**config.mk**
```make
export PLATFORM = sky130hd
export DESIGN_NAME = hsv_to_rgb_converter_top
export DESIGN_NICKNAME = d
export VERILOG_FILES = /design/src/hw/rtl/hsv_pkg.sv /design/src/hw/rtl/hsv_prep.sv /design/src/hw/rtl/hsv_mult.sv /design/src/hw/rtl/hsv_select.sv /design/src/hw/rtl/hsv_to_rgb_converter_top.sv
export SDC_FILE = /design/constraint.sdc
export NUM_CORES = 2
export LEC_CHECK = 0
export ABC_AREA = 1
export BUFFER_PORTS_ARGS = -buffer_cell sky130_fd_sc_hd__buf_2
export CORE_ASPECT_RATIO = 0.7
export CORE_MARGIN = 10
export CORE_UTILIZATION = 45
export CTS_CLUSTER_SIZE = 16
export DETAILED_ROUTE_END_ITERATION = 12
export GPL_TIMING_DRIVEN = 1
export MAX_ROUTING_LAYER = met4
export SETUP_SLACK_MARGIN = 0.4
export SLEW_MARGIN = 0
export SYNTH_ARGS = -nofsm -noshare
export SYNTH_HDL_FRONTEND = slang
export SYNTH_HIERARCHICAL = 1
export SYNTH_SLANG_ARGS = --single-unit
```
**constraint.sdc**
```tcl
create_clock -name clk -period 21.6 [get_ports clk]
set_clock_uncertainty 0.2 [all_clocks]
set_input_delay 4.32 -clock clk [delete_from_list [all_inputs] [get_ports clk]]
set_output_delay 4.32 -clock clk [all_outputs]
set_load 0.01 [all_outputs]
```
**src/hw/rtl/hsv_pkg.sv**
```systemverilog
// ---------------------------------------------------------------------------
// HSV to RGB package
// Shared constants and control types for the HSV to RGB pipeline.
// ---------------------------------------------------------------------------
package hsv_pkg;

  // Default number of fractional bits; a value of 2**FRAC_BITS means 1.0.
  localparam int FRAC_BITS_DEF = 16;

  // Color wheel sectors, each one sixth of a turn.
  localparam logic [2:0] SECTOR_0 = 3'd0;
  localparam logic [2:0] SECTOR_1 = 3'd1;
  localparam logic [2:0] SECTOR_2 = 3'd2;
  localparam logic [2:0] SECTOR_3 = 3'd3;
  localparam logic [2:0] SECTOR_4 = 3'd4;

  // Control that travels alongside the data of one request.
  typedef struct packed {
    logic       valid;
    logic       gray;
    logic [2:0] sector;
  } hsv_ctl_t;

endpackage

```
**src/hw/rtl/hsv_prep.sv**
```systemverilog
// ---------------------------------------------------------------------------
// HSV input stage
// Wraps the hue, clamps saturation and brightness, and splits the scaled
// hue into a sector number and a fraction.
// ---------------------------------------------------------------------------
module hsv_prep #(
  parameter int FRAC_BITS = hsv_pkg::FRAC_BITS_DEF
) (
  input  logic                   clk,
  input  logic                   rst,
  input  logic                   start,
  input  logic [FRAC_BITS:0]     hue,
  input  logic [FRAC_BITS:0]     saturation,
  input  logic [FRAC_BITS:0]     brightness,
  output hsv_pkg::hsv_ctl_t      ctl,
  output logic [FRAC_BITS:0]     sat,
  output logic [FRAC_BITS:0]     val,
  output logic [FRAC_BITS-1:0]   frac
);

  localparam int W = FRAC_BITS + 1;
  localparam logic [W-1:0] ONE = W'(1) << FRAC_BITS;

  logic [FRAC_BITS-1:0] hue_wrap;
  logic [FRAC_BITS+2:0] scaled;
  logic [W-1:0]         sat_next;
  logic [W-1:0]         val_next;

  // A full turn and anything above it wrap: only the fraction bits count.
  assign hue_wrap = hue[FRAC_BITS-1:0];
  // Times six as a shift-add.
  assign scaled   = ((FRAC_BITS+3)'(hue_wrap) << 2) + ((FRAC_BITS+3)'(hue_wrap) << 1);
  assign sat_next = (saturation > ONE) ? ONE : saturation;
  assign val_next = (brightness > ONE) ? ONE : brightness;

  always_ff @(posedge clk) begin
    if (rst) begin
      ctl.valid <= 1'b0;
    end else begin
      ctl.valid <= start;
    end
    ctl.gray   <= (sat_next == '0);
    ctl.sector <= scaled[FRAC_BITS+2:FRAC_BITS];
    sat        <= sat_next;
    val        <= val_next;
    frac       <= scaled[FRAC_BITS-1:0];
  end

endmodule

```
**src/hw/rtl/hsv_mult.sv**
```systemverilog
// ---------------------------------------------------------------------------
// HSV product stages
// Two multiplier stages that form p, q and t with truncating products.
// ---------------------------------------------------------------------------
module hsv_mult #(
  parameter int FRAC_BITS = hsv_pkg::FRAC_BITS_DEF
) (
  input  logic                   clk,
  input  logic                   rst,
  input  hsv_pkg::hsv_ctl_t      ctl_in,
  input  logic [FRAC_BITS:0]     sat,
  input  logic [FRAC_BITS:0]     val_in,
  input  logic [FRAC_BITS-1:0]   frac,
  output hsv_pkg::hsv_ctl_t      ctl_out,
  output logic [FRAC_BITS:0]     val_out,
  output logic [FRAC_BITS:0]     p_out,
  output logic [FRAC_BITS:0]     q_out,
  output logic [FRAC_BITS:0]     t_out
);

  localparam int W = FRAC_BITS + 1;
  localparam logic [W-1:0] ONE = W'(1) << FRAC_BITS;

  // First product stage: s*f, s*(1-f) and v*(1-s).
  logic [2*W-1:0]    prod_sf;
  logic [2*W-1:0]    prod_sg;
  logic [2*W-1:0]    prod_p;
  hsv_pkg::hsv_ctl_t ctl_mid;
  logic [W-1:0]      val_mid;
  logic [W-1:0]      p_mid;
  logic [W-1:0]      one_sf;
  logic [W-1:0]      one_sg;

  assign prod_sf = (2*W)'(sat) * (2*W)'(frac);
  assign prod_sg = (2*W)'(sat) * (2*W)'(ONE - W'(frac));
  assign prod_p  = (2*W)'(val_in) * (2*W)'(ONE - sat);

  always_ff @(posedge clk) begin
    if (rst) begin
      ctl_mid.valid <= 1'b0;
    end else begin
      ctl_mid.valid <= ctl_in.valid;
    end
    ctl_mid.gray   <= ctl_in.gray;
    ctl_mid.sector <= ctl_in.sector;
    val_mid        <= val_in;
    p_mid          <= prod_p[FRAC_BITS+W-1:FRAC_BITS];
    one_sf         <= ONE - prod_sf[FRAC_BITS+W-1:FRAC_BITS];
    one_sg         <= ONE - prod_sg[FRAC_BITS+W-1:FRAC_BITS];
  end

  // Second product stage: q = v*(1-s*f), t = v*(1-s*(1-f)).
  logic [2*W-1:0] prod_q;
  logic [2*W-1:0] prod_t;

  assign prod_q = (2*W)'(val_mid) * (2*W)'(one_sf);
  assign prod_t = (2*W)'(val_mid) * (2*W)'(one_sg);

  always_ff @(posedge clk) begin
    if (rst) begin
      ctl_out.valid <= 1'b0;
    end else begin
      ctl_out.valid <= ctl_mid.valid;
    end
    ctl_out.gray   <= ctl_mid.gray;
    ctl_out.sector <= ctl_mid.sector;
    val_out        <= val_mid;
    p_out          <= p_mid;
    q_out          <= prod_q[FRAC_BITS+W-1:FRAC_BITS];
    t_out          <= prod_t[FRAC_BITS+W-1:FRAC_BITS];
  end

endmodule

```
**src/hw/rtl/hsv_select.sv**
```systemverilog
// ---------------------------------------------------------------------------
// HSV output stage
// Routes v, p, q and t to red, green and blue by sector and registers them.
// ---------------------------------------------------------------------------
module hsv_select #(
  parameter int FRAC_BITS = hsv_pkg::FRAC_BITS_DEF
) (
  input  logic                   clk,
  input  logic                   rst,
  input  hsv_pkg::hsv_ctl_t      ctl,
  input  logic [FRAC_BITS:0]     val,
  input  logic [FRAC_BITS:0]     p,
  input  logic [FRAC_BITS:0]     q,
  input  logic [FRAC_BITS:0]     t,
  output logic                   done,
  output logic [FRAC_BITS:0]     red,
  output logic [FRAC_BITS:0]     green,
  output logic [FRAC_BITS:0]     blue
);

  logic [FRAC_BITS:0] red_next;
  logic [FRAC_BITS:0] green_next;
  logic [FRAC_BITS:0] blue_next;

  always_comb begin
    if (ctl.gray) begin
      red_next   = val;
      green_next = val;
      blue_next  = val;
    end else begin
      unique case (ctl.sector)
        hsv_pkg::SECTOR_0: begin
          red_next = val; green_next = t;   blue_next = p;
        end
        hsv_pkg::SECTOR_1: begin
          red_next = q;   green_next = val; blue_next = p;
        end
        hsv_pkg::SECTOR_2: begin
          red_next = p;   green_next = val; blue_next = t;
        end
        hsv_pkg::SECTOR_3: begin
          red_next = p;   green_next = q;   blue_next = val;
        end
        hsv_pkg::SECTOR_4: begin
          red_next = t;   green_next = p;   blue_next = val;
        end
        default: begin
          red_next = val; green_next = p;   blue_next = q;
        end
      endcase
    end
  end

  always_ff @(posedge clk) begin
    if (rst) begin
      done <= 1'b0;
    end else begin
      done <= ctl.valid;
    end
    red   <= red_next;
    green <= green_next;
    blue  <= blue_next;
  end

endmodule

```
**src/hw/rtl/hsv_to_rgb_converter_top.sv**
```systemverilog
// ---------------------------------------------------------------------------
// HSV to RGB converter
// Fixed-point pixel converter from hue, saturation and brightness to RGB.
// ---------------------------------------------------------------------------
// A request is accepted at a rising clock edge where start is high and busy
// is low. Busy is always low: the block is a four-stage pipeline and takes a
// new pixel on every clock, so a stream runs at one pixel per cycle.
//
// Hue is a fraction of a full turn; its upper bit is ignored, so a full turn
// reads as zero. Saturation and brightness above 1.0 are clamped to 1.0.
// Zero saturation gives gray, all three outputs equal to the brightness.
//
// A request passes through the prep, mid-product, product and output
// registers in that order and then appears on red, green and blue with done
// high. Each result is shown for exactly one cycle; the receiver cannot
// stall the pipeline, so it must capture it then.
//
// The stages are: wrap and clamp with hue times six, the products s*f,
// s*(1-f) and v*(1-s), the products v*(1-s*f) and v*(1-s*(1-f)), and the
// sector select into the output registers. Every product truncates.
//
// Synchronous reset clears the valid bits of all stages; requests in flight
// are dropped and no done strobe follows them.
// ---------------------------------------------------------------------------
module hsv_to_rgb_converter_top #(
  parameter int FRAC_BITS = hsv_pkg::FRAC_BITS_DEF
) (
  input  logic               clk,
  input  logic               rst,
  input  logic               start,
  output logic               busy,
  input  logic [FRAC_BITS:0] hue,
  input  logic [FRAC_BITS:0] saturation,
  input  logic [FRAC_BITS:0] brightness,
  output logic               done,
  output logic [FRAC_BITS:0] red,
  output logic [FRAC_BITS:0] green,
  output logic [FRAC_BITS:0] blue
);

  hsv_pkg::hsv_ctl_t    prep_ctl;
  logic [FRAC_BITS:0]   prep_sat;
  logic [FRAC_BITS:0]   prep_val;
  logic [FRAC_BITS-1:0] prep_frac;

  hsv_pkg::hsv_ctl_t    mult_ctl;
  logic [FRAC_BITS:0]   mult_val;
  logic [FRAC_BITS:0]   mult_p;
  logic [FRAC_BITS:0]   mult_q;
  logic [FRAC_BITS:0]   mult_t;

  // The pipeline never refuses a request.
  assign busy = 1'b0;

  hsv_prep #(.FRAC_BITS(FRAC_BITS)) u_prep (
    .clk        (clk),
    .rst        (rst),
    .start      (start),
    .hue        (hue),
    .saturation (saturation),
    .brightness (brightness),
    .ctl        (prep_ctl),
    .sat        (prep_sat),
    .val        (prep_val),
    .frac       (prep_frac)
  );

  hsv_mult #(.FRAC_BITS(FRAC_BITS)) u_mult (
    .clk     (clk),
    .rst     (rst),
    .ctl_in  (prep_ctl),
    .sat     (prep_sat),
    .val_in  (prep_val),
    .frac    (prep_frac),
    .ctl_out (mult_ctl),
    .val_out (mult_val),
    .p_out   (mult_p),
    .q_out   (mult_q),
    .t_out   (mult_t)
  );

  hsv_select #(.FRAC_BITS(FRAC_BITS)) u_select (
    .clk   (clk),
    .rst   (rst),
    .ctl   (mult_ctl),
    .val   (mult_val),
    .p     (mult_p),
    .q     (mult_q),
    .t     (mult_t),
    .done  (done),
    .red   (red),
    .green (green),
    .blue  (blue)
  );

  // Every done strobe traces back to a request.
  a_done_has_request: assert property (@(posedge clk) disable iff (rst)
    done |-> $past(start, 4))
    else $error("done without a matching request");

  // A request with no reset in flight always yields a done strobe.
  a_request_gives_done: assert property (@(posedge clk)
    ($past(start, 4) && !rst && !$past(rst, 1) && !$past(rst, 2) &&
     !$past(rst, 3) && !$past(rst, 4)) |-> done)
    else $error("request lost in the pipeline");

  // Zero saturation must come out gray.
  a_gray_output: assert property (@(posedge clk) disable iff (rst)
    (done && $past(saturation, 4) == '0) |-> (red == green && green == blue))
    else $error("gray pixel produced unequal components");

  // No component of a result exceeds the brightness it came from, when that brightness is at most 1.0.
  a_not_above_value: assert property (@(posedge clk) disable iff (rst)
    (done && $past(brightness, 4) <= (FRAC_BITS+1)'(1) << FRAC_BITS) |->
      (red <= $past(brightness, 4) && green <= $past(brightness, 4) &&
       blue <= $past(brightness, 4)))
    else $error("component above brightness");

endmodule
```
==> qor_table.md <==
| Result | This run |
|---|---|
| Final setup vio count | 0 |
| Number of nets in the layout | 9512 |
| Synth warn | 6 |
| Total clock sinks | 252 |
| Max capacitance violation total | 0 |
| CTS Hold Buffers Added | 0 |
| TritonRoute pass-1 iters | 6 |
| Main flop type after synthesis | sky130_fd_sc_hd__dfxtp_1 |
| Crit Path Class | register to register |
| Post-Syn Nets | 9618 |
| Number of standard cells in the layout, taps in and fillers out | 9570 |
| Number of cells on the worst reg-to-reg path | 30 |
| Detailed router's first-iteration violation count | 4178 |
| RSZ-0062 raised after global routing | false |
| Number of endpoints with negative hold slack in the final report | 0 |
| Initial antenna violation count | 9 |
| Syn-to-layout area delta | 4.889% |
| Sum of net half-perimeters after detailed placement | 137.8 mm |
| Final period utilization | 39.87% |
| Post-synthesis cell count | 7917 |
| GR Overflow Total | 0 |
| Placeable core region | 0.1291 sq mm |
| Drt via density | 5.053 |
| H-tree depth | 1 |
| Setup fix buffers added after clock tree synthesis | 0 |
| Largest net degree at the start of global routing | 38 |
| Top-area cell type share of the netlist area | 37.82% |
| Reg-to-reg endpoint | u_mult/p_mid[15] |
| Wire length of the first global-routing pass | 280.6 mm |
| Critical Path Start Type | register |
| Clock edge transition at the registers on the reported setup and hold paths | 0.06 ns |
| Chip Width | 451.9 microns |
| Routed WL | 173.9 mm |
| Number of global-route vias before repair | 50.01k |
| Synthesized cell area | 0.05875 sq mm |
| Max-slew violation total from the final report | 0 |
| Critical Path Most Common Cell | sky130_fd_sc_hd__fa_1 |
| Initial standard-cell utilization of the core | 45.51% |
| Mean post-synth cell area | 7.421 sq um |
| Post-synth top area cell | sky130_fd_sc_hd__fa_1 |
| Type of destination of the critical path | register |
| Leading cell type in the layout, fill and taps excluded | sky130_fd_sc_hd__nand2_1 |
| Worst-margin pin slew | 1.222 ns |
| Vias | 48.35k |
| Top cells by area in the synthesized netlist | sky130_fd_sc_hd__fa_1 38%, sky130_fd_sc_hd__nand2_1 14%, sky130_fd_sc_hd__inv_1 14% |
| Die H | 322.3 microns |
| CTS tree | yes |
| Status | complete, no violations |
| Hold crit path type | register to register |
| Number of gates resized after CTS | 0 |
| Required time of the worst setup path | 21.94 ns |
| Insertion delay of the later-clocked pin in the worst-skew pair | 0.68 ns |
| Total instance count after detailed placement | 9516 |
| Endpoint, Worst Hold | u_mult/p_out[16] |
| Delay of the slowest cell on the worst path | 0.74 ns |
| Aggregate global-route resource usage | 24.91% |
| Worst reg2reg startpoint | u_prep/sat[5] |
| Number of cells on the worst hold path | 0 |
| Number of input and output port buffers inserted | 104 |
| Crit path DAT | 8.95 ns |
| Row count | 110 |
| Most frequent cells in the layout | 2192 x sky130_fd_sc_hd__nand2_1, 2143 x sky130_fd_sc_hd__inv_1, 1110 x sky130_fd_sc_hd__fa_1, 552 x sky130_fd_sc_hd__nor2_1, 537 x sky130_fd_sc_hd__ha_1 |
| Max frequency | 0.1161 GHz |
| Seq cells post-synth | 252 |
| Final setup TNS | 0 ns |
| Number of nets with antenna violations after detailed routing | 0 |
| Start point of the worst hold path | u_mult/p_mid[16] |
| Final Wtd Congestion | 0.9639 |
| Average wire length per cell after detail routing | 18.18 microns |
| Count of flip-flops with a built-in enable after synthesis | 0 |
| Root buffer selected by CTS | sky130_fd_sc_hd__clkbuf_16 |
| Proportion of register bits with asynchronous set or reset after synthesis | 0% |
| # IOs | 107 |
| Die Footprint | 0.1456 sq mm |
| Synth cell types | 59 |
| Buffer depth of the longest clock path | 3 |
| Share of cells above drive strength 1 | 3.908% |
| Slowest stage cell on the critical path | sky130_fd_sc_hd__clkinv_1 |
| DRC | 0 |
| Number of CTS-inserted buffers | 29 |
| Register area share after synthesis | 8.586% |
| R2r setup slk | 12.99 ns |
| CP Max Fanout | 20 |
| Worst relative slew slack | 17.95% |
| Final critical path time including I/O delays and setup | 8.613 ns |
kinds of logic (layout without fill, tap and decap cells):
group                      count (synthesis)  count (layout)  share of synthesized area (%)
DFF                                      252             252                          8.586
AOI/OAI and AO/OA                        336             336                          3.265
other                                      2               5                        0.01278
and+or+nand+nor                         3117            3117                          21.38
xor gates and xnor gates                  96              96                          1.469
adders and majority gates               1647            1647                          49.26
buffers and inverters                   2467            2381                          16.03
state kept, by name, summed over array words and instances (netlist names), 15 cells and up:
signal	count
u_mult/t_out	17
u_mult/one_sf	17
u_mult/one_sg	17
u_select/green	17
u_prep/val	17
u_prep/sat	17
u_select/red	17
u_select/blue	17
u_mult/q_out	17
u_mult/p_mid	17
u_mult/val_mid	17
u_mult/val_out	17
u_prep/frac	15
u_mult/p_out	17
worst max-delay path: cells and delay by family (launching register included):
kind	cells	cell delay [ns]
fa+ha+maj	7	3.49
flops	1	0.31
xor+xnor	1	0.17
simple gates	11	2.05
buf+inv	9	1.91
compound gates	2	0.34
how the worst max path moves through the flow:
stage                        endpoint           start  depth (start not counted)  slack, ns
global route        u_mult/one_sg[14]  u_prep/frac[1]                         33      12.57
floorplan           u_mult/one_sg[14]  u_prep/frac[1]                         36      14.50
finish               u_mult/p_mid[15]   u_prep/sat[5]                         30      12.99
CTS                  u_mult/one_sg[8]  u_prep/frac[4]                         29      13.13
global placement     u_mult/one_sg[8]  u_prep/frac[1]                         31      13.20
detailed placement   u_mult/one_sg[8]  u_prep/frac[4]                         29      13.15
stage by stage:
stage	worst slack [ns]	utilization, %	hold WS (ns)	instance area (sq um)
after floorplan	14.50	-	0.1096	58750
after global placement	13.20	46.96	0.1130	60630
after detailed placement	13.15	46.96	0.1121	60630
after CTS	13.13	47.73	0.1268	61620
after global routing	12.57	47.74	0.1302	61630
final	12.99	47.74	0.1268	61630
synthesized netlist by cell type (21+ instances only):
library cell                  n
sky130_fd_sc_hd__a21oi_1    147
sky130_fd_sc_hd__buf_1       23
sky130_fd_sc_hd__buf_2       24
sky130_fd_sc_hd__clkbuf_1   236
sky130_fd_sc_hd__dfxtp_1    252
sky130_fd_sc_hd__fa_1      1110
sky130_fd_sc_hd__ha_1       537
sky130_fd_sc_hd__inv_1     2143
sky130_fd_sc_hd__nand2_1   2192
sky130_fd_sc_hd__nand3_1    190
sky130_fd_sc_hd__nand4_1     47
sky130_fd_sc_hd__nor2_1     552
sky130_fd_sc_hd__nor3_1      29
sky130_fd_sc_hd__o21a_1      21
sky130_fd_sc_hd__o21ai_0     92
sky130_fd_sc_hd__xnor2_1     27
sky130_fd_sc_hd__xor2_1      66
per-layer routing:
metal / up-vias / wire (microns) / track usage, %
met2: 1897 / 72880 / 36.30
met3: 194 / 16780 / 5.303
li1: 22450 / - / -
met5: - / 0 / -
met4: 0 / 3116 / 4.550
met1: 23810 / 81160 / 35.82
cell type report:
type / count / area, sq um
fillers: 13030 / 67470
well taps: 1736 / 2172
diodes: 3 / 7.507
clock buffers: 39 / 803.3
inverters: 2163 / 8124
clock inverters: 12 / 190.2
flip-flops and latches: 252 / 5046
repair buffers: 167 / 993.5
multi-input cells: 5198 / 44290
Power is left out: the tool's default activity adds up to more than one toggle a clock period on the data nets, which glitch-free logic cannot reach.
